## src/hdl/jsu_pkg.sv

```systemverilog
// Shared types and codes of the JSON string unescape / UTF-8 check core.
// No dependencies; imported by the front end, the job queue, the back end and the top.
package jsu_pkg;

    localparam logic [1:0] KIND_BYTE   = 2'd0;
    localparam logic [1:0] KIND_CLOSED = 2'd1;
    localparam logic [1:0] KIND_ERROR  = 2'd2;

    localparam logic [2:0] ERR_NONE  = 3'd0;
    localparam logic [2:0] ERR_CTRL  = 3'd1;
    localparam logic [2:0] ERR_ESC   = 3'd2;
    localparam logic [2:0] ERR_HEX   = 3'd3;
    localparam logic [2:0] ERR_SURR  = 3'd4;
    localparam logic [2:0] ERR_UTF8  = 3'd5;
    localparam logic [2:0] ERR_TRUNC = 3'd6;

    localparam int CP_W = 21;

    // One decoded event: a code point to encode, or a close / error marker.
    typedef struct packed {
        logic [1:0]      kind;
        logic [2:0]      cause;
        logic [CP_W-1:0] cp;
    } job_t;

endpackage

```

## src/hdl/jsu_in_if.sv

```systemverilog
// Input channel of the unescape core: one raw string byte or end-of-text per word.
// No dependencies.
interface jsu_in_if;
    logic       valid;
    logic       ready;
    logic [7:0] in_byte;
    logic       end_of_text;

    modport source (output valid, in_byte, end_of_text, input ready);
    modport sink   (input valid, in_byte, end_of_text, output ready);
endinterface

```

## src/hdl/jsu_out_if.sv

```systemverilog
// Result channel of the unescape core: one decoded byte, close or error per word.
// No dependencies.
interface jsu_out_if;
    logic       valid;
    logic       ready;
    logic [7:0] out_byte;
    logic [1:0] kind;
    logic [2:0] error_cause;
    logic       last;

    modport source (output valid, out_byte, kind, error_cause, last, input ready);
    modport sink   (input valid, out_byte, kind, error_cause, last, output ready);
endinterface

```

## src/hdl/jsu_front.sv

```systemverilog
// Front end: takes one input word per cycle if not full, tracks escape / hex / UTF-8
// state, pushes one job per word that yields results. Depends on jsu_pkg, jsu_in_if.
module jsu_front
    import jsu_pkg::*;
(
    input  logic     clk,
    input  logic     rst_n,
    jsu_in_if.sink   text,
    input  logic     full,
    output logic     push,
    output job_t     push_job
);

    localparam logic [3:0] PH_IDLE = 4'd0;
    localparam logic [3:0] PH_ESC  = 4'd1;
    localparam logic [3:0] PH_HEX1 = 4'd2;
    localparam logic [3:0] PH_BSL  = 4'd3;
    localparam logic [3:0] PH_U    = 4'd4;
    localparam logic [3:0] PH_HEX2 = 4'd5;
    localparam logic [3:0] PH_UTF8 = 4'd6;

    localparam logic [7:0] CH_QUOTE = 8'h22;
    localparam logic [7:0] CH_BSL   = 8'h5c;
    localparam logic [7:0] CH_SLASH = 8'h2f;
    localparam logic [7:0] CH_B     = 8'h62;
    localparam logic [7:0] CH_F     = 8'h66;
    localparam logic [7:0] CH_N     = 8'h6e;
    localparam logic [7:0] CH_R     = 8'h72;
    localparam logic [7:0] CH_T     = 8'h74;
    localparam logic [7:0] CH_U     = 8'h75;

    logic [3:0]      phase_reg, phase_next;
    logic [CP_W-1:0] cp_reg, cp_next;
    logic [1:0]      hex_count_reg, hex_count_next;
    logic [9:0]      high_half_reg, high_half_next;
    logic [1:0]      utf8_left_reg, utf8_left_next;
    logic [1:0]      utf8_length_reg, utf8_length_next;

    logic            accept;
    logic [7:0]      c;
    logic            hex_ok;
    logic [3:0]      hex_d;
    logic [15:0]     hex_acc;
    logic [CP_W-1:0] utf8_acc;
    logic [CP_W-1:0] utf8_min;

    assign text.ready = !full;
    assign accept     = text.valid && !full;
    assign c          = text.in_byte;

    always_comb
    begin
        hex_ok = 1'b1;
        hex_d  = 4'd0;
        if (c >= 8'h30 && c <= 8'h39)
        begin
            hex_d = c[3:0];
        end
        else if ((c >= 8'h61 && c <= 8'h66) || (c >= 8'h41 && c <= 8'h46))
        begin
            hex_d = c[3:0] + 4'd9;
        end
        else
        begin
            hex_ok = 1'b0;
        end
    end

    assign hex_acc  = {cp_reg[11:0], hex_d};
    assign utf8_acc = {cp_reg[CP_W-7:0], c[5:0]};

    always_comb
    begin
        case (utf8_length_reg)
            2'd1:    utf8_min = 21'h00080;
            2'd2:    utf8_min = 21'h00800;
            default: utf8_min = 21'h10000;
        endcase
    end

    always_comb
    begin
        phase_next       = phase_reg;
        cp_next          = cp_reg;
        hex_count_next   = hex_count_reg;
        high_half_next   = high_half_reg;
        utf8_left_next   = utf8_left_reg;
        utf8_length_next = utf8_length_reg;
        push             = 1'b0;
        push_job         = '0;

        if (text.end_of_text)
        begin
            push           = 1'b1;
            push_job.kind  = KIND_ERROR;
            push_job.cause = ERR_TRUNC;
        end
        else
        begin
            case (phase_reg)
                PH_ESC:
                begin
                    phase_next = PH_IDLE;
                    push       = 1'b1;
                    case (c)
                        CH_QUOTE, CH_BSL, CH_SLASH: push_job.cp = {13'd0, c};
                        CH_B:    push_job.cp = 21'h08;
                        CH_F:    push_job.cp = 21'h0c;
                        CH_N:    push_job.cp = 21'h0a;
                        CH_R:    push_job.cp = 21'h0d;
                        CH_T:    push_job.cp = 21'h09;
                        CH_U:
                        begin
                            push           = 1'b0;
                            phase_next     = PH_HEX1;
                            cp_next        = '0;
                            hex_count_next = 2'd0;
                        end
                        default:
                        begin
                            push_job.kind  = KIND_ERROR;
                            push_job.cause = ERR_ESC;
                        end
                    endcase
                end
                PH_HEX1, PH_HEX2:
                begin
                    if (!hex_ok)
                    begin
                        push           = 1'b1;
                        push_job.kind  = KIND_ERROR;
                        push_job.cause = ERR_HEX;
                    end
                    else if (hex_count_reg != 2'd3)
                    begin
                        cp_next        = {5'd0, hex_acc};
                        hex_count_next = hex_count_reg + 2'd1;
                    end
                    else if (phase_reg == PH_HEX1)
                    begin
                        hex_count_next = 2'd0;
                        if (hex_acc >= 16'hd800 && hex_acc <= 16'hdbff)
                        begin
                            high_half_next = hex_acc[9:0];
                            cp_next        = '0;
                            phase_next     = PH_BSL;
                        end
                        else if (hex_acc >= 16'hdc00 && hex_acc <= 16'hdfff)
                        begin
                            push           = 1'b1;
                            push_job.kind  = KIND_ERROR;
                            push_job.cause = ERR_SURR;
                        end
                        else
                        begin
                            push        = 1'b1;
                            push_job.cp = {5'd0, hex_acc};
                        end
                    end
                    else
                    begin
                        push = 1'b1;
                        if (hex_acc < 16'hdc00 || hex_acc > 16'hdfff)
                        begin
                            push_job.kind  = KIND_ERROR;
                            push_job.cause = ERR_SURR;
                        end
                        else
                        begin
                            push_job.cp = 21'h10000 + {1'b0, high_half_reg, hex_acc[9:0]};
                        end
                    end
                end
                PH_BSL:
                begin
                    if (c != CH_BSL)
                    begin
                        push           = 1'b1;
                        push_job.kind  = KIND_ERROR;
                        push_job.cause = ERR_SURR;
                    end
                    else
                    begin
                        phase_next = PH_U;
                    end
                end
                PH_U:
                begin
                    if (c != CH_U)
                    begin
                        push           = 1'b1;
                        push_job.kind  = KIND_ERROR;
                        push_job.cause = ERR_SURR;
                    end
                    else
                    begin
                        phase_next     = PH_HEX2;
                        cp_next        = '0;
                        hex_count_next = 2'd0;
                    end
                end
                PH_UTF8:
                begin
                    if (c[7:6] != 2'b10)
                    begin
                        push           = 1'b1;
                        push_job.kind  = KIND_ERROR;
                        push_job.cause = ERR_UTF8;
                    end
                    else if (utf8_left_reg > 2'd1)
                    begin
                        cp_next        = utf8_acc;
                        utf8_left_next = utf8_left_reg - 2'd1;
                    end
                    else
                    begin
                        push = 1'b1;
                        if (utf8_acc < utf8_min || utf8_acc > 21'h10ffff ||
                            (utf8_acc >= 21'h0d800 && utf8_acc <= 21'h0dfff))
                        begin
                            push_job.kind  = KIND_ERROR;
                            push_job.cause = ERR_UTF8;
                        end
                        else
                        begin
                            push_job.cp = utf8_acc;
                        end
                    end
                end
                default:
                begin
                    phase_next = PH_IDLE;
                    if (c == CH_QUOTE)
                    begin
                        push          = 1'b1;
                        push_job.kind = KIND_CLOSED;
                    end
                    else if (c < 8'h20)
                    begin
                        push           = 1'b1;
                        push_job.kind  = KIND_ERROR;
                        push_job.cause = ERR_CTRL;
                    end
                    else if (c == CH_BSL)
                    begin
                        phase_next = PH_ESC;
                    end
                    else if (!c[7])
                    begin
                        push        = 1'b1;
                        push_job.cp = {13'd0, c};
                    end
                    else if (c >= 8'hc2 && c <= 8'hdf)
                    begin
                        cp_next          = {16'd0, c[4:0]};
                        utf8_length_next = 2'd1;
                        utf8_left_next   = 2'd1;
                        phase_next       = PH_UTF8;
                    end
                    else if (c >= 8'he0 && c <= 8'hef)
                    begin
                        cp_next          = {17'd0, c[3:0]};
                        utf8_length_next = 2'd2;
                        utf8_left_next   = 2'd2;
                        phase_next       = PH_UTF8;
                    end
                    else if (c >= 8'hf0 && c <= 8'hf4)
                    begin
                        cp_next          = {18'd0, c[2:0]};
                        utf8_length_next = 2'd3;
                        utf8_left_next   = 2'd3;
                        phase_next       = PH_UTF8;
                    end
                    else
                    begin
                        push           = 1'b1;
                        push_job.kind  = KIND_ERROR;
                        push_job.cause = ERR_UTF8;
                    end
                end
            endcase
        end

        // any result other than a simple escape's byte ends the sequence: drop all state
        if (push && !(phase_reg == PH_ESC && push_job.kind == KIND_BYTE && !text.end_of_text))
        begin
            phase_next       = PH_IDLE;
            cp_next          = '0;
            hex_count_next   = 2'd0;
            high_half_next   = 10'd0;
            utf8_left_next   = 2'd0;
            utf8_length_next = 2'd0;
        end

        if (!accept)
        begin
            push = 1'b0;
        end
    end

    always_ff @(posedge clk or negedge rst_n)
    begin
        if (!rst_n)
        begin
            phase_reg       <= PH_IDLE;
            cp_reg          <= '0;
            hex_count_reg   <= 2'd0;
            high_half_reg   <= 10'd0;
            utf8_left_reg   <= 2'd0;
            utf8_length_reg <= 2'd0;
        end
        else if (accept)
        begin
            phase_reg       <= phase_next;
            cp_reg          <= cp_next;
            hex_count_reg   <= hex_count_next;
            high_half_reg   <= high_half_next;
            utf8_left_reg   <= utf8_left_next;
            utf8_length_reg <= utf8_length_next;
        end
    end

endmodule

```

## src/hdl/jsu_queue.sv

```systemverilog
// Short job queue between front end and back end, held in flip-flops.
// Depends on jsu_pkg.
module jsu_queue
    import jsu_pkg::*;
#(
    parameter int DEPTH = 4
)
(
    input  logic clk,
    input  logic rst_n,
    input  logic push,
    input  job_t push_job,
    output logic full,
    input  logic pop,
    output logic head_valid,
    output job_t head_job
);

    localparam int PTR_W = (DEPTH > 1) ? $clog2(DEPTH) : 1;
    localparam int CNT_W = $clog2(DEPTH + 1);
    localparam logic [PTR_W-1:0] LAST_PTR = PTR_W'(DEPTH - 1);
    localparam logic [CNT_W-1:0] FULL_CNT = CNT_W'(DEPTH);

    job_t             slot_reg [DEPTH];
    logic [PTR_W-1:0] wr_ptr_reg, wr_ptr_next;
    logic [PTR_W-1:0] rd_ptr_reg, rd_ptr_next;
    logic [CNT_W-1:0] count_reg, count_next;
    logic             do_push, do_pop;

    assign full       = (count_reg == FULL_CNT);
    assign head_valid = (count_reg != '0);
    assign head_job   = slot_reg[rd_ptr_reg];
    assign do_push    = push && !full;
    assign do_pop     = pop && head_valid;

    always_comb
    begin
        wr_ptr_next = wr_ptr_reg;
        rd_ptr_next = rd_ptr_reg;
        count_next  = count_reg;
        if (do_push)
        begin
            wr_ptr_next = (wr_ptr_reg == LAST_PTR) ? '0 : wr_ptr_reg + 1'b1;
        end
        if (do_pop)
        begin
            rd_ptr_next = (rd_ptr_reg == LAST_PTR) ? '0 : rd_ptr_reg + 1'b1;
        end
        if (do_push && !do_pop)
        begin
            count_next = count_reg + 1'b1;
        end
        else if (do_pop && !do_push)
        begin
            count_next = count_reg - 1'b1;
        end
    end

    always_ff @(posedge clk or negedge rst_n)
    begin
        if (!rst_n)
        begin
            wr_ptr_reg <= '0;
            rd_ptr_reg <= '0;
            count_reg  <= '0;
        end
        else
        begin
            wr_ptr_reg <= wr_ptr_next;
            rd_ptr_reg <= rd_ptr_next;
            count_reg  <= count_next;
        end
    end

    always_ff @(posedge clk)
    begin
        if (do_push)
        begin
            slot_reg[wr_ptr_reg] <= push_job;
        end
    end

endmodule

```

## src/hdl/jsu_back.sv

```systemverilog
// Back end: turns the job at the queue head into one to four result words
// and holds them in an output register. Depends on jsu_pkg, jsu_out_if.
module jsu_back
    import jsu_pkg::*;
(
    input  logic      clk,
    input  logic      rst_n,
    input  logic      head_valid,
    input  job_t      head_job,
    output logic      pop,
    jsu_out_if.source result
);

    logic       out_valid_reg;
    logic [7:0] out_byte_reg, out_byte_next;
    logic [1:0] kind_reg;
    logic [2:0] cause_reg;
    logic       last_reg, last_next;
    logic [1:0] idx_reg;
    logic [1:0] top_idx;
    logic       load;
    logic [CP_W-1:0] cp;

    assign cp   = head_job.cp;
    assign load = head_valid && (!out_valid_reg || result.ready);

    always_comb
    begin
        if (head_job.kind != KIND_BYTE || cp < 21'h00080)
        begin
            top_idx = 2'd0;
        end
        else if (cp < 21'h00800)
        begin
            top_idx = 2'd1;
        end
        else if (cp < 21'h10000)
        begin
            top_idx = 2'd2;
        end
        else
        begin
            top_idx = 2'd3;
        end
    end

    always_comb
    begin
        out_byte_next = 8'd0;
        if (head_job.kind == KIND_BYTE)
        begin
            case (top_idx)
                2'd0: out_byte_next = cp[7:0];
                2'd1:
                begin
                    case (idx_reg)
                        2'd0:    out_byte_next = {3'b110, cp[10:6]};
                        default: out_byte_next = {2'b10, cp[5:0]};
                    endcase
                end
                2'd2:
                begin
                    case (idx_reg)
                        2'd0:    out_byte_next = {4'b1110, cp[15:12]};
                        2'd1:    out_byte_next = {2'b10, cp[11:6]};
                        default: out_byte_next = {2'b10, cp[5:0]};
                    endcase
                end
                default:
                begin
                    case (idx_reg)
                        2'd0:    out_byte_next = {5'b11110, cp[20:18]};
                        2'd1:    out_byte_next = {2'b10, cp[17:12]};
                        2'd2:    out_byte_next = {2'b10, cp[11:6]};
                        default: out_byte_next = {2'b10, cp[5:0]};
                    endcase
                end
            endcase
        end
    end

    assign last_next = (idx_reg == top_idx);
    assign pop       = load && last_next;

    always_ff @(posedge clk or negedge rst_n)
    begin
        if (!rst_n)
        begin
            out_valid_reg <= 1'b0;
            idx_reg       <= 2'd0;
        end
        else
        begin
            if (load)
            begin
                out_valid_reg <= 1'b1;
                idx_reg       <= last_next ? 2'd0 : idx_reg + 2'd1;
            end
            else if (result.ready)
            begin
                out_valid_reg <= 1'b0;
            end
        end
    end

    always_ff @(posedge clk)
    begin
        if (load)
        begin
            out_byte_reg <= out_byte_next;
            kind_reg     <= head_job.kind;
            cause_reg    <= head_job.cause;
            last_reg     <= last_next;
        end
    end

    assign result.valid       = out_valid_reg;
    assign result.out_byte    = out_byte_reg;
    assign result.kind        = kind_reg;
    assign result.error_cause = cause_reg;
    assign result.last        = last_reg;

endmodule

```

## src/hdl/json_string_unescape_utf8_core.sv

```systemverilog
// Top level of the JSON string unescape / UTF-8 check core.
// Depends on jsu_pkg, jsu_in_if, jsu_out_if, jsu_front, jsu_queue, jsu_back.
//
// Usage:
//   text   : one word per byte of a string body, starting after the opening
//            quote; end_of_text set marks the end of the text instead.
//   result : one word per decoded UTF-8 byte (kind 0), a close (kind 1) or an
//            error (kind 2, error_cause set); last marks the final word of a
//            text word. A close or error returns the decoder to its start.
//   Path: a word that yields results shows its first result after passing a
//            queue slot, then the output register.
//   Throughput: one text word per cycle while the queue is not full; the back
//            end sends one result word per cycle while result.ready is high and
//            one word per UTF-8 byte; QUEUE_DEPTH jobs absorb such bursts.
//   Stall: while result.ready is low the output word holds; the queue fills
//            and text.ready drops once it is full.
//   Reset: rst_n clears the decoder state, empties the queue and drops
//            result.valid; the block takes a word as soon as reset is released.
module json_string_unescape_utf8_core
    import jsu_pkg::*;
#(
    parameter int QUEUE_DEPTH = 4
)
(
    input  logic      clk,
    input  logic      rst_n,
    jsu_in_if.sink    text,
    jsu_out_if.source result
);

    logic push;
    job_t push_job;
    logic full;
    logic pop;
    logic head_valid;
    job_t head_job;

    jsu_front u_front (
        .clk      (clk),
        .rst_n    (rst_n),
        .text     (text),
        .full     (full),
        .push     (push),
        .push_job (push_job)
    );

    jsu_queue #(
        .DEPTH (QUEUE_DEPTH)
    ) u_queue (
        .clk        (clk),
        .rst_n      (rst_n),
        .push       (push),
        .push_job   (push_job),
        .full       (full),
        .pop        (pop),
        .head_valid (head_valid),
        .head_job   (head_job)
    );

    jsu_back u_back (
        .clk        (clk),
        .rst_n      (rst_n),
        .head_valid (head_valid),
        .head_job   (head_job),
        .pop        (pop),
        .result     (result)
    );

endmodule
```

## src/flat_wrapper.sv

```systemverilog
// flat-port wrapper written by rule: the top's interface ports become plain ports
module json_string_unescape_utf8_core_flat import jsu_pkg::*;
#(
    parameter int QUEUE_DEPTH = 4
)
  (clk, rst_n, text_valid, text_in_byte, text_end_of_text, text_ready, result_valid, result_out_byte, result_kind, result_error_cause, result_last, result_ready);
  jsu_in_if text_i ();
  jsu_out_if result_i ();
  input  logic clk;
  input  logic rst_n;
  input wire logic [$bits(text_i.valid)-1:0] text_valid;
  input wire logic [$bits(text_i.in_byte)-1:0] text_in_byte;
  input wire logic [$bits(text_i.end_of_text)-1:0] text_end_of_text;
  output wire logic [$bits(text_i.ready)-1:0] text_ready;
  output wire logic [$bits(result_i.valid)-1:0] result_valid;
  output wire logic [$bits(result_i.out_byte)-1:0] result_out_byte;
  output wire logic [$bits(result_i.kind)-1:0] result_kind;
  output wire logic [$bits(result_i.error_cause)-1:0] result_error_cause;
  output wire logic [$bits(result_i.last)-1:0] result_last;
  input wire logic [$bits(result_i.ready)-1:0] result_ready;
  assign text_i.valid = text_valid;
  assign text_i.in_byte = text_in_byte;
  assign text_i.end_of_text = text_end_of_text;
  assign text_ready = text_i.ready;
  assign result_valid = result_i.valid;
  assign result_out_byte = result_i.out_byte;
  assign result_kind = result_i.kind;
  assign result_error_cause = result_i.error_cause;
  assign result_last = result_i.last;
  assign result_i.ready = result_ready;
  json_string_unescape_utf8_core #(.QUEUE_DEPTH(QUEUE_DEPTH)) u_core (.clk(clk), .rst_n(rst_n), .text(text_i), .result(result_i));
endmodule
```

## config.mk

```make
export PLATFORM = sky130hd
export DESIGN_NAME = json_string_unescape_utf8_core_flat
export DESIGN_NICKNAME = d
export VERILOG_FILES = /design/src/hdl/jsu_pkg.sv /design/src/hdl/jsu_in_if.sv /design/src/hdl/jsu_out_if.sv /design/src/hdl/jsu_front.sv /design/src/hdl/jsu_queue.sv /design/src/hdl/jsu_back.sv /design/src/hdl/json_string_unescape_utf8_core.sv /design/src/flat_wrapper.sv
export SDC_FILE = /design/constraint.sdc
export NUM_CORES = 1
export LEC_CHECK = 0
export ABC_AREA = 0
export BUFFER_PORTS_ARGS = -buffer_cell sky130_fd_sc_hd__buf_4
export CAP_MARGIN = 15
export CORE_ASPECT_RATIO = 1.75
export CORE_UTILIZATION = 55
export DETAILED_ROUTE_END_ITERATION = 10
export PLACE_DENSITY = 0.77
export SLEW_MARGIN = 25
export SYNTH_ARGS = -nofsm -noshare
export SYNTH_HDL_FRONTEND = slang
export SYNTH_HIERARCHICAL = 1
export SYNTH_SLANG_ARGS = --single-unit
```

## constraint.sdc

```tcl
create_clock -name clk -period 7.3 [get_ports clk]
set_input_delay 1.095 -clock clk [delete_from_list [all_inputs] [get_ports clk]]
set_output_delay 1.095 -clock clk [all_outputs]
set_load 0.02 [all_outputs]
```

### Yosys cells after proc, flatten, opt, wreduce, memory -nomap -nowiden

Memories as Yosys holds them, arrays and structs flattened.
Cells that the tools add are included.

* word-level logic and storage cells: 306
* register bits: 59
* output and inout port bits: 16
* bits of input ports: 13
* memories kept: 1
* memory bits (writable): 104

* eq/ne operators: 55
* mux-type cells: 137
* reductions and logical operators: 62
* magnitude comparators: 27
* add/subtract/negate cells: 9

Memory list
* u_core.u_queue.slot_reg: depth 4, bits a word 26, rd ports 1, clocked after memory_dff 0, write ports 1, RTL line jsu_queue.sv:24 `job_t slot_reg [DEPTH];`

Operators by type and width (count)
* 15-bit 2-to-1 mux: 17
* 26-bit 2-to-1 mux: 5
* 21-bit 2-to-1 mux: 6
* 21-bit case mux with 4 select lines: 1
* 15-bit case mux with 5 select lines: 1
* 10-bit 2-to-1 mux: 7
* 5-bit 2-to-1 mux: 14
* 8-bit by 7-bit == test with 1-bit output (second input constant): 7
* 2-bit 2-to-1 mux: 28
* 8-bit case mux with 6 select lines: 1
* 4-bit 2-to-1 mux: 10
* 17-bit case mux with 2 select lines: 1
* 16-bit >= comparator (second input constant): 2
* 16-bit <= comparator (second input constant): 2
* 3-bit 2-to-1 mux: 9
* 1-bit 2-to-1 mux: 25
* 5-bit case mux with 5 select lines: 1
* 8-bit >= comparator (second input constant): 3
* 8-bit <= comparator (second input constant): 3
* 24-bit 2-to-1 mux: 1
* 3-bit inequality test (second input constant): 8
* 8-bit case mux with 3 select lines: 1
* 17-bit by 20-bit adder with 21-bit output (first input constant): 1
* 21-bit by 16-bit >= comparator with 1-bit output (second input constant): 1
* other kinds (61): 135

### Depth between registers and ports, before layout

Gate-level depths: netlist of run 1.

* depth in word-level cells: 21
* mapped depth: 16
* mapped depth without buffers: 14

### Hierarchy

Netlist of run 1, hierarchy kept.

By module, submodules not included
* jsu_queue: cells each 173, sequential area each 3298.2 µm², area each 4260.3 µm², instances 1
* jsu_front: cells each 453, sequential area each 850.8 µm², area each 3557.2 µm², instances 1
* jsu_back: cells each 123, sequential area each 495.5 µm², area each 1186.1 µm², instances 1

### Worst setup path before layout of run 1

Ideal clock, no wire load.

* path kind: input -> register
* from: input port text_in_byte[1]
* to: register u_core.u_queue.count_reg[1]
* path slack: 3216 ps
* path buffers: 2
* library setup time: 125 ps
* arrival: 3960 ps
* required time: 7175 ps
* stages on the path: 14
* cells stage by stage: clkbuf_1 inv_1 ha_1 or3b_2 nand3_1 a31o_2 a2111oi_4 nor2_1 nor2b_1 buf_6 ha_1 inv_1 fa_1 mux2_2

* elaborated cells on any way between the ends: 56
* classes of those cells: add/sub: 1; order compare: 15; eq/ne: 5; mux: 22; reduce/logical: 13

RTL lines
* from (decl): RTL line flat_wrapper.sv:12 `input wire logic [$bits(text_i.in_byte)-1:0] text_in_byte;`
* 8-bit by 7-bit >= comparator with 1-bit output / 8-bit by 7-bit <= comparator with 1-bit output (equally long branches): RTL line jsu_front.sv:59 `else if ((c >= 8'h61 && c <= 8'h66) || (c >= 8'h41 && c <= 8'h46))`
* 1-bit logical AND: RTL line jsu_front.sv:59
* 1-bit logical OR: RTL line jsu_front.sv:59
* 4-bit 2-to-1 mux: RTL line jsu_front.sv:59
* 4-bit 2-to-1 mux: RTL line jsu_front.sv:55 `if (c >= 8'h30 && c <= 8'h39)`
* 16-bit >= comparator / 16-bit <= comparator (equally long branches): RTL line jsu_front.sv:142 `if (hex_acc >= 16'hd800 && hex_acc <= 16'hdbff)`
* 1-bit logical AND: RTL line jsu_front.sv:142
* 1-bit 2-to-1 mux: RTL line jsu_front.sv:142
* (+4 left out)
* 1-bit 2-to-1 mux *: RTL line jsu_front.sv:92 `if (text.end_of_text)`
* 1-bit 2-to-1 mux *: RTL line jsu_front.sv:295 `if (!accept)`
* net u_core.push: RTL line json_string_unescape_utf8_core.sv:31 `logic push;`
* 1-bit logical AND *: RTL line jsu_queue.sv:33 `assign do_push = push && !full;`
* net u_core.u_queue.do_push: RTL line jsu_queue.sv:28 `logic do_push, do_pop;`
* 1-bit logical AND *: RTL line jsu_queue.sv:49 `if (do_push && !do_pop)`
* 3-bit 2-to-1 mux *: RTL line jsu_queue.sv:49
* net u_core.u_queue.count_next[1]: RTL line jsu_queue.sv:27 `logic [CNT_W-1:0] count_reg, count_next;`
* to (signal assigned): RTL line jsu_queue.sv:71 `count_reg <= count_next;`
* to (decl): RTL line jsu_queue.sv:27

The timed path passes the listed nets; every way through them passes the cells marked *.
A chain may end at the register's enable or synchronous reset.

### Worst setup path in the final report of run 1

* from: input port text_in_byte[1]
* to: register u_core.u_queue.count_reg[1]

* elaborated cells on any way between the ends: 56
* classes of those cells: add/sub: 1; order compare: 15; eq/ne: 5; mux: 22; reduce/logical: 13

RTL lines
* 8-bit by 7-bit >= comparator with 1-bit output / 8-bit by 7-bit <= comparator with 1-bit output (equally long branches): RTL line jsu_front.sv:59
* 1-bit logical AND: RTL line jsu_front.sv:59
* 1-bit logical OR: RTL line jsu_front.sv:59
* 4-bit 2-to-1 mux: RTL line jsu_front.sv:59
* 4-bit 2-to-1 mux: RTL line jsu_front.sv:55
* 16-bit >= comparator / 16-bit <= comparator (equally long branches): RTL line jsu_front.sv:142
* 1-bit logical AND: RTL line jsu_front.sv:142
* 1-bit 2-to-1 mux: RTL line jsu_front.sv:142
* (+3 left out)
* 1-bit case mux with 5 select lines *: RTL line jsu_front.sv:100 `case (phase_reg)`
* 1-bit 2-to-1 mux *: RTL line jsu_front.sv:92
* 1-bit 2-to-1 mux *: RTL line jsu_front.sv:295
* net u_core.push: RTL line json_string_unescape_utf8_core.sv:31
* 1-bit logical AND *: RTL line jsu_queue.sv:33
* 1-bit logical AND *: RTL line jsu_queue.sv:49
* 3-bit 2-to-1 mux *: RTL line jsu_queue.sv:49
* net u_core.u_queue.count_next[1]: RTL line jsu_queue.sv:27

Marked as above.

==> results of run 1 <==
power by group through the flow:
stage,sequential [mW],combinational (mW),clock (mW)
floorplan,1.39,1.13,0
global placement,1.37,1.53,0
detailed placement,1.39,1.57,0
CTS,1.37,1.58,0.864
global route,1.39,1.72,0.894
finish,1.37,1.60,0.850
worst paths after layout:
kind | from | to | cells past startpoint
max in group asynchronous | rst_n | u_core/u_queue/count_reg[1] | 1
worst max register to register | u_core/u_queue/rd_ptr_reg[0] | u_core/u_back/result.out_byte[0] | 11
worst max-delay path | text_in_byte[1] | u_core/u_queue/count_reg[1] | 13
min in group asynchronous | rst_n | u_core/u_back/idx_reg[1] | 1
worst min register to register | u_core/u_queue/count_reg[2] | u_core/u_queue/count_reg[2] | 1
worst min-delay path | u_core/u_queue/count_reg[2] | u_core/u_queue/count_reg[2] | 1
worst max-delay path, delay by kind of cell:
kind / cells / cell delay [ps]
AND/OR/NAND/NOR: 4 / 1050
multiplexers: 1 / 270
AO/OA/AOI/OAI: 2 / 840
adder cells (fa/ha/maj): 3 / 970
buffers and inverters: 3 / 330
layout by cell type (no fill, tap or decap), types with 4 or more instances in the layout:
| cell | count |
|---|---|
| a21oi_1 | 28 |
| nand2_1 | 56 |
| nand2b_1 | 9 |
| o22ai_1 | 8 |
| a221oi_1 | 14 |
| o21ai_0 | 38 |
| clkbuf_16 | 17 |
| edfxtp_1 | 118 |
| mux4_2 | 18 |
| or2_2 | 5 |
| nor2_1 | 48 |
| mux2i_1 | 9 |
| a22o_1 | 22 |
| nand4_1 | 17 |
| inv_1 | 33 |
| a22oi_1 | 9 |
| clkinvlp_4 | 4 |
| a31oi_1 | 8 |
| nor3_1 | 17 |
| buf_4 | 38 |
| mux2_2 | 5 |
| or4_1 | 5 |
| or3_1 | 5 |
| ha_1 | 26 |
| nor4_1 | 8 |
| nand3_1 | 15 |
| o311ai_0 | 4 |
| nor2b_1 | 10 |
| o32ai_1 | 5 |
| o31ai_1 | 5 |
| and2_1 | 7 |
| mux4_1 | 8 |
| a211oi_1 | 9 |
| dfrtp_1 | 44 |
layer usage:
layer / routed length, µm / track usage (%)
met1: 8428 / 30.68
met2: 13450 / 58.21
met3: 1171 / 5.364
met4: 1676 / 20.64
met5: 0 / 0
stage by stage:
| step | instances | worst slack (ps) |
|---|---|---|
| finish | 961 | 3034 |
| global route | 961 | 2892 |
| CTS | 961 | 3102 |
| detailed placement | 929 | 2740 |
| global placement | 929 | 2813 |
| floorplan | 749 | 3216 |
cell type report:
cell class | count | area (µm²) | share of cell area [%]
Timing Repair Buffer | 38 | 285.3 | 2.905
Clock buffer | 18 | 429.2 | 4.371
Sequential cell | 162 | 4644 | 47.30
Tap cell | 189 | 236.5 | 2.408
Multi-Input combinational cell | 507 | 3961 | 40.34
Inverter | 33 | 123.9 | 1.261
Clock inverter | 14 | 138.9 | 1.414
logic make-up (layout without fill, tap and decap cells):
logic type	Yosys count	after routing	share of synthesized area, %
DFF	162	162	51.58
buffers and inverters	80	103	4.489
AOI/OAI and AO/OA	200	200	16.50
adders and majority gates	27	27	3.835
xor gates and xnor gates	5	5	0.4865
and+or+nand+nor	233	233	14.31
muxes	42	42	8.797
==> impl_metrics.ini, run 1 <==
[routing]
num_vias = 6665
wl_per_cell_um = 25.73
ant_nets = 0
drtPass1Iterations = 10
vias_per_cell = 6.935
drcViolationCount = 1
wirelength_mm = 24.73
drtIter0Drc = 546

[logic_synthesis]
yosysUniqueCellTypes = 89
synth_area_leaders = edfxtp_1, dfrtp_1, mux4_2, ha_1, mux4_1
synth_edf_count = 118
yosysWarnings = 6
synth_most_common_cell = edfxtp_1
synthFlopType = edfxtp_1
synth_commonest_cells = edfxtp_1, nand2_1, nor2_1
syn-num-nets = 789
synth_area_mm2 = 0.009004
yosysSeqAreaShare_pct = 51.58
synthCells = 749
synth_top_area_cell = edfxtp_1
synth-async-reset-ratio_pct = 27.16
synth_top_area_share_pct = 39.36
avgSynthCellArea_um2 = 12.02
ys_ff_latch = 162

[grt]
grt_max_degree = 45
grt_use_total_pct = 30.87
antenna_found_initial = 0
grt_pass1_wl_mm = 38.00
grt_overflow_total = 0
grt_pass1_vias = 6733

[floorplanning]
dieHeight_um = 171.3
rows = 61
core_mm2 = 0.01595
dieArea_mm2 = 0.01691
start_util_pct = 56.44
die_w_um = 98.72
ioPinCount = 29

[cells_and_area]
final_layout_size_suffix_gt1_share_pct = 15.67
layout.nets = 799
fillers = 1247
antennaDiodeCount = 0
syn_to_final_growth_pct = 9.061
largest_reg_flops = 104
fin_area_mm2 = 0.009819
post-route-util_pct = 61.56

[timing]
finClkSkew_ps = 7.907
maxSlewViolCount = 0
fmax_ghz = 0.2344
period_share_pct = 58.43
worstMarginPinSlew_ps = 1136
setup_tns_ps = 0
min_period_ps = 4266
whs_ps = 505.1
hold_viol_final = 0
slew_headroom_pct = 23.80
rsz0062_at_grt = no
setup_violations = 0

[cts]
cts_tree = yes
clk_pin_slew_worst_paths_ps = 60
clock_path_buffers = 2
root_buffer = clkbuf_16
cts_resized = 0
cts_hold_buffers = 0
post_cts_buffers = 0
cts_num_sinks = 162
h-tree-depth = 4
clk_latency_ps = 420
cts-buffers-inserted = 17

[worst_setup_path]
cp.arrival_ps = 4570
critPathKind = in -> reg
cp.required_ps = 7600
r2r_slack_ps = 3120
start_kind = input pin
endpoint_kind = flip-flop
slowest_delay_ps = 530
path_cells = buf_4, inv_1, ha_1, nand2_1, nor4_4, o32ai_1, a2111oi_4, nor2_1, nor2b_1, ha_1, inv_1, fa_1, mux2_2
worst-path-max-fanout = 12
slowest_stage = nor4_4

[placed_design]
hpwl_mm = 18.05
placed_area_mm2 = 0.009245
globalplace.congestion = 1.013
port_buffers = 28

[run]
maxCapViolCount = 0

[pwr]
ir_drop_mv = 0.1715
internal-power_mw = 2.358
swShare_pct = 38.39
comb_power_share_pct = 41.9
clock_power_share_pct = 22.2
power_leakage_nw = 3.597
sequentialPowerShare_pct = 35.9
powerDensity_mw_per_mm2 = 389.8
total_power_mw = 3.828
switchingPower_mw = 1.469

[worst_hold_path]
hp-class = reg -> reg

[run_status]
violations = DRC
status = complete, but fails checks
Note: power is estimated with default switching activity, not from simulation.
==> run 2, diff against run 1 <==
--- a/config.mk
+++ b/config.mk
@@ -11,7 +11,7 @@
 export CORE_ASPECT_RATIO = 1.75
 export CORE_UTILIZATION = 55
 export DETAILED_ROUTE_END_ITERATION = 10
-export PLACE_DENSITY = 0.77
+export PLACE_DENSITY = 0.8
 export SLEW_MARGIN = 25
 export SYNTH_ARGS = -nofsm -noshare
 export SYNTH_HDL_FRONTEND = slang
==> constraint.sdc (replaced) <==
create_clock -name clk -period 3.9 [get_ports clk]
set_input_delay 0.585 -clock clk [delete_from_list [all_inputs] [get_ports clk]]
set_output_delay 0.585 -clock clk [all_outputs]
set_load 0.02 [all_outputs]
==> impl_metrics.ini, run 2 (synthesized netlist as in run 1, its figures left out) <==
[routing]
drtPass1Iterations = 11
wl_per_cell_um = 25.12
num_vias = 6803
drtIter0Drc = 607
vias_per_cell = 6.879
ant_nets = 0
drcViolationCount = 1
wirelength_mm = 24.84

[floorplanning]
start_util_pct = 56.44
dieHeight_um = 171.3
dieArea_mm2 = 0.01691
ioPinCount = 29
core_mm2 = 0.01595
rows = 61
die_w_um = 98.72

[grt]
grt_use_total_pct = 30.68
grt_pass1_wl_mm = 38.00
antenna_found_initial = 0
grt_overflow_total = 0
grt_pass1_vias = 6854
grt_max_degree = 45

[run]
maxCapViolCount = 0

[worst_setup_path]
slowest_delay_ps = 650
r2r_slack_ps = 140
start_kind = flip-flop
cp.arrival_ps = 3910
slowest_stage = mux4_1
endpoint_kind = flip-flop
r2r_cells = 12
critPathKind = reg -> reg
path_cells = buf_12, buf_4, mux4_1, nor2_1, buf_4, nand2_1, inv_1, ha_1, a21oi_1, o21bai_1, nand2_1, a221oi_1
worst-path-max-fanout = 18
worst_r2r_endpoint = u_core/u_back/result.out_byte[0]
cp.required_ps = 4040
reg2reg_from = u_core/u_queue/rd_ptr_reg[0]

[cts]
root_buffer = clkbuf_16
clk_latency_ps = 430
cts-buffers-inserted = 17
clock_path_buffers = 2
cts_num_sinks = 162
clk_pin_slew_worst_paths_ps = 60
cts_tree = yes
h-tree-depth = 4

[timing]
hold_viol_final = 0
fin_ws_ps = 135.5
maxSlewViolCount = 0
fmax_ghz = 0.2656
min_period_ps = 3765
slew_headroom_pct = 44.48
finClkSkew_ps = 7.523
setup_violations = 0
worstMarginPinSlew_ps = 832.8
period_share_pct = 96.53
setup_tns_ps = 0
rsz0062_at_grt = no

[placed_design]
globalplace.congestion = 1.042
placed_area_mm2 = 0.009518
hpwl_mm = 18.23
place_ws_ps = 194.3
port_buffers = 28

[run_status]
status = complete, but fails checks
violations = DRC

[pwr]
power_leakage_nw = 3.773
powerDensity_mw_per_mm2 = 735.2
ir_drop_mv = 0.3624
total_power_mw = 7.453

[cells_and_area]
layout.nets = 827
seqCellArea_mm2 = 0.004646
antennaDiodeCount = 0
fillers = 1154
fin_area_mm2 = 0.01014
largest_reg_flops = 104
syn_to_final_growth_pct = 12.59
layout_commonest_cell = edfxtp_1
multi_input_area_mm2 = 0.003966
post-route-util_pct = 63.55
final_layout_size_suffix_gt1_share_pct = 19.13
layout_common_cells = edfxtp_1, buf_4, nand2_1, nor2_1, dfrtp_1

[worst_hold_path]
hp-class = in -> async
-- run 2: cell count changes in the layout (fill, tap and decap cells not counted), moves of 2 or more --
cell / before / now
clkinv_2: 3 / 0
buf_4: 38 / 61
buf_12: 0 / 5
inv_6: 1 / 4
nor3_2: 0 / 2
-- run 2: worst max-delay path by stage --
stage,slack [ps],startpoint,end
finish,140,u_core/u_queue/rd_ptr_reg[0],u_core/u_back/result.out_byte[0]
global route,9,u_core/u_queue/rd_ptr_reg[0],u_core/u_back/result.out_byte[0]
CTS,170,u_core/u_queue/rd_ptr_reg[0],u_core/u_back/result.out_byte[1]
detailed placement,190,u_core/u_queue/rd_ptr_reg[0],u_core/u_queue/count_reg[1]
global placement,240,u_core/u_queue/rd_ptr_reg[0],u_core/u_back/result.out_byte[1]
floorplan,290,u_core/u_queue/rd_ptr_reg[0],u_core/u_queue/count_reg[1]
-- run 2: final cells by class --
class                   instances  area share [%]
inverters                      33           1.222
repair buffers                 66           5.505
clock buffers                  17           4.197
flip-flops and latches        162           45.83
clock inverters                15           1.790
well taps                     189           2.333
multi-input cells             507           39.13
-- run 2: through the flow --
step,hold WS (ps),std cells
after CTS,182.9,989
after global routing,199.2,989
after global placement,470.1,957
after detailed placement,504.2,957
after floorplan,289.4,749
final,156.8,989
-- run 2: what timing repair did --
item,in CTS,in global routing
hold buffers,0,0
buffers inserted,0,0
endpoints found under the setup margin,0,4
resized for setup,0,3
-- run 2: metal layers --
| metal | global-route usage [%] | wire, µm | vias to the layer above |
|---|---|---|---|
| met5 | 0 | 0 | - |
| met4 | 21.48 | 1749 | 0 |
| met3 | 5.445 | 1213 | 111 |
| met2 | 57.41 | 13440 | 333 |
| met1 | 30.39 | 8438 | 3330 |
| li1 | - | - | 3029 |
-- run 2: power breakdown --
| group | total, mW | switching, mW | internal (mW) |
|---|---|---|---|
| logic | 3.18 | 1.90 | 1.28 |
| clock network | 1.68 | 0.672 | 1.01 |
| registers | 2.59 | 0.240 | 2.35 |
-- run 2: critical path: cells and delay by family, from the launching register on --
| kind | cells | cell delay, ps |
|---|---|---|
| simple gates | 3 | 400 |
| fa+ha+maj | 1 | 230 |
| buf+inv | 4 | 760 |
| compound gates | 3 | 1060 |
| flops | 1 | 380 |
| mux | 1 | 650 |
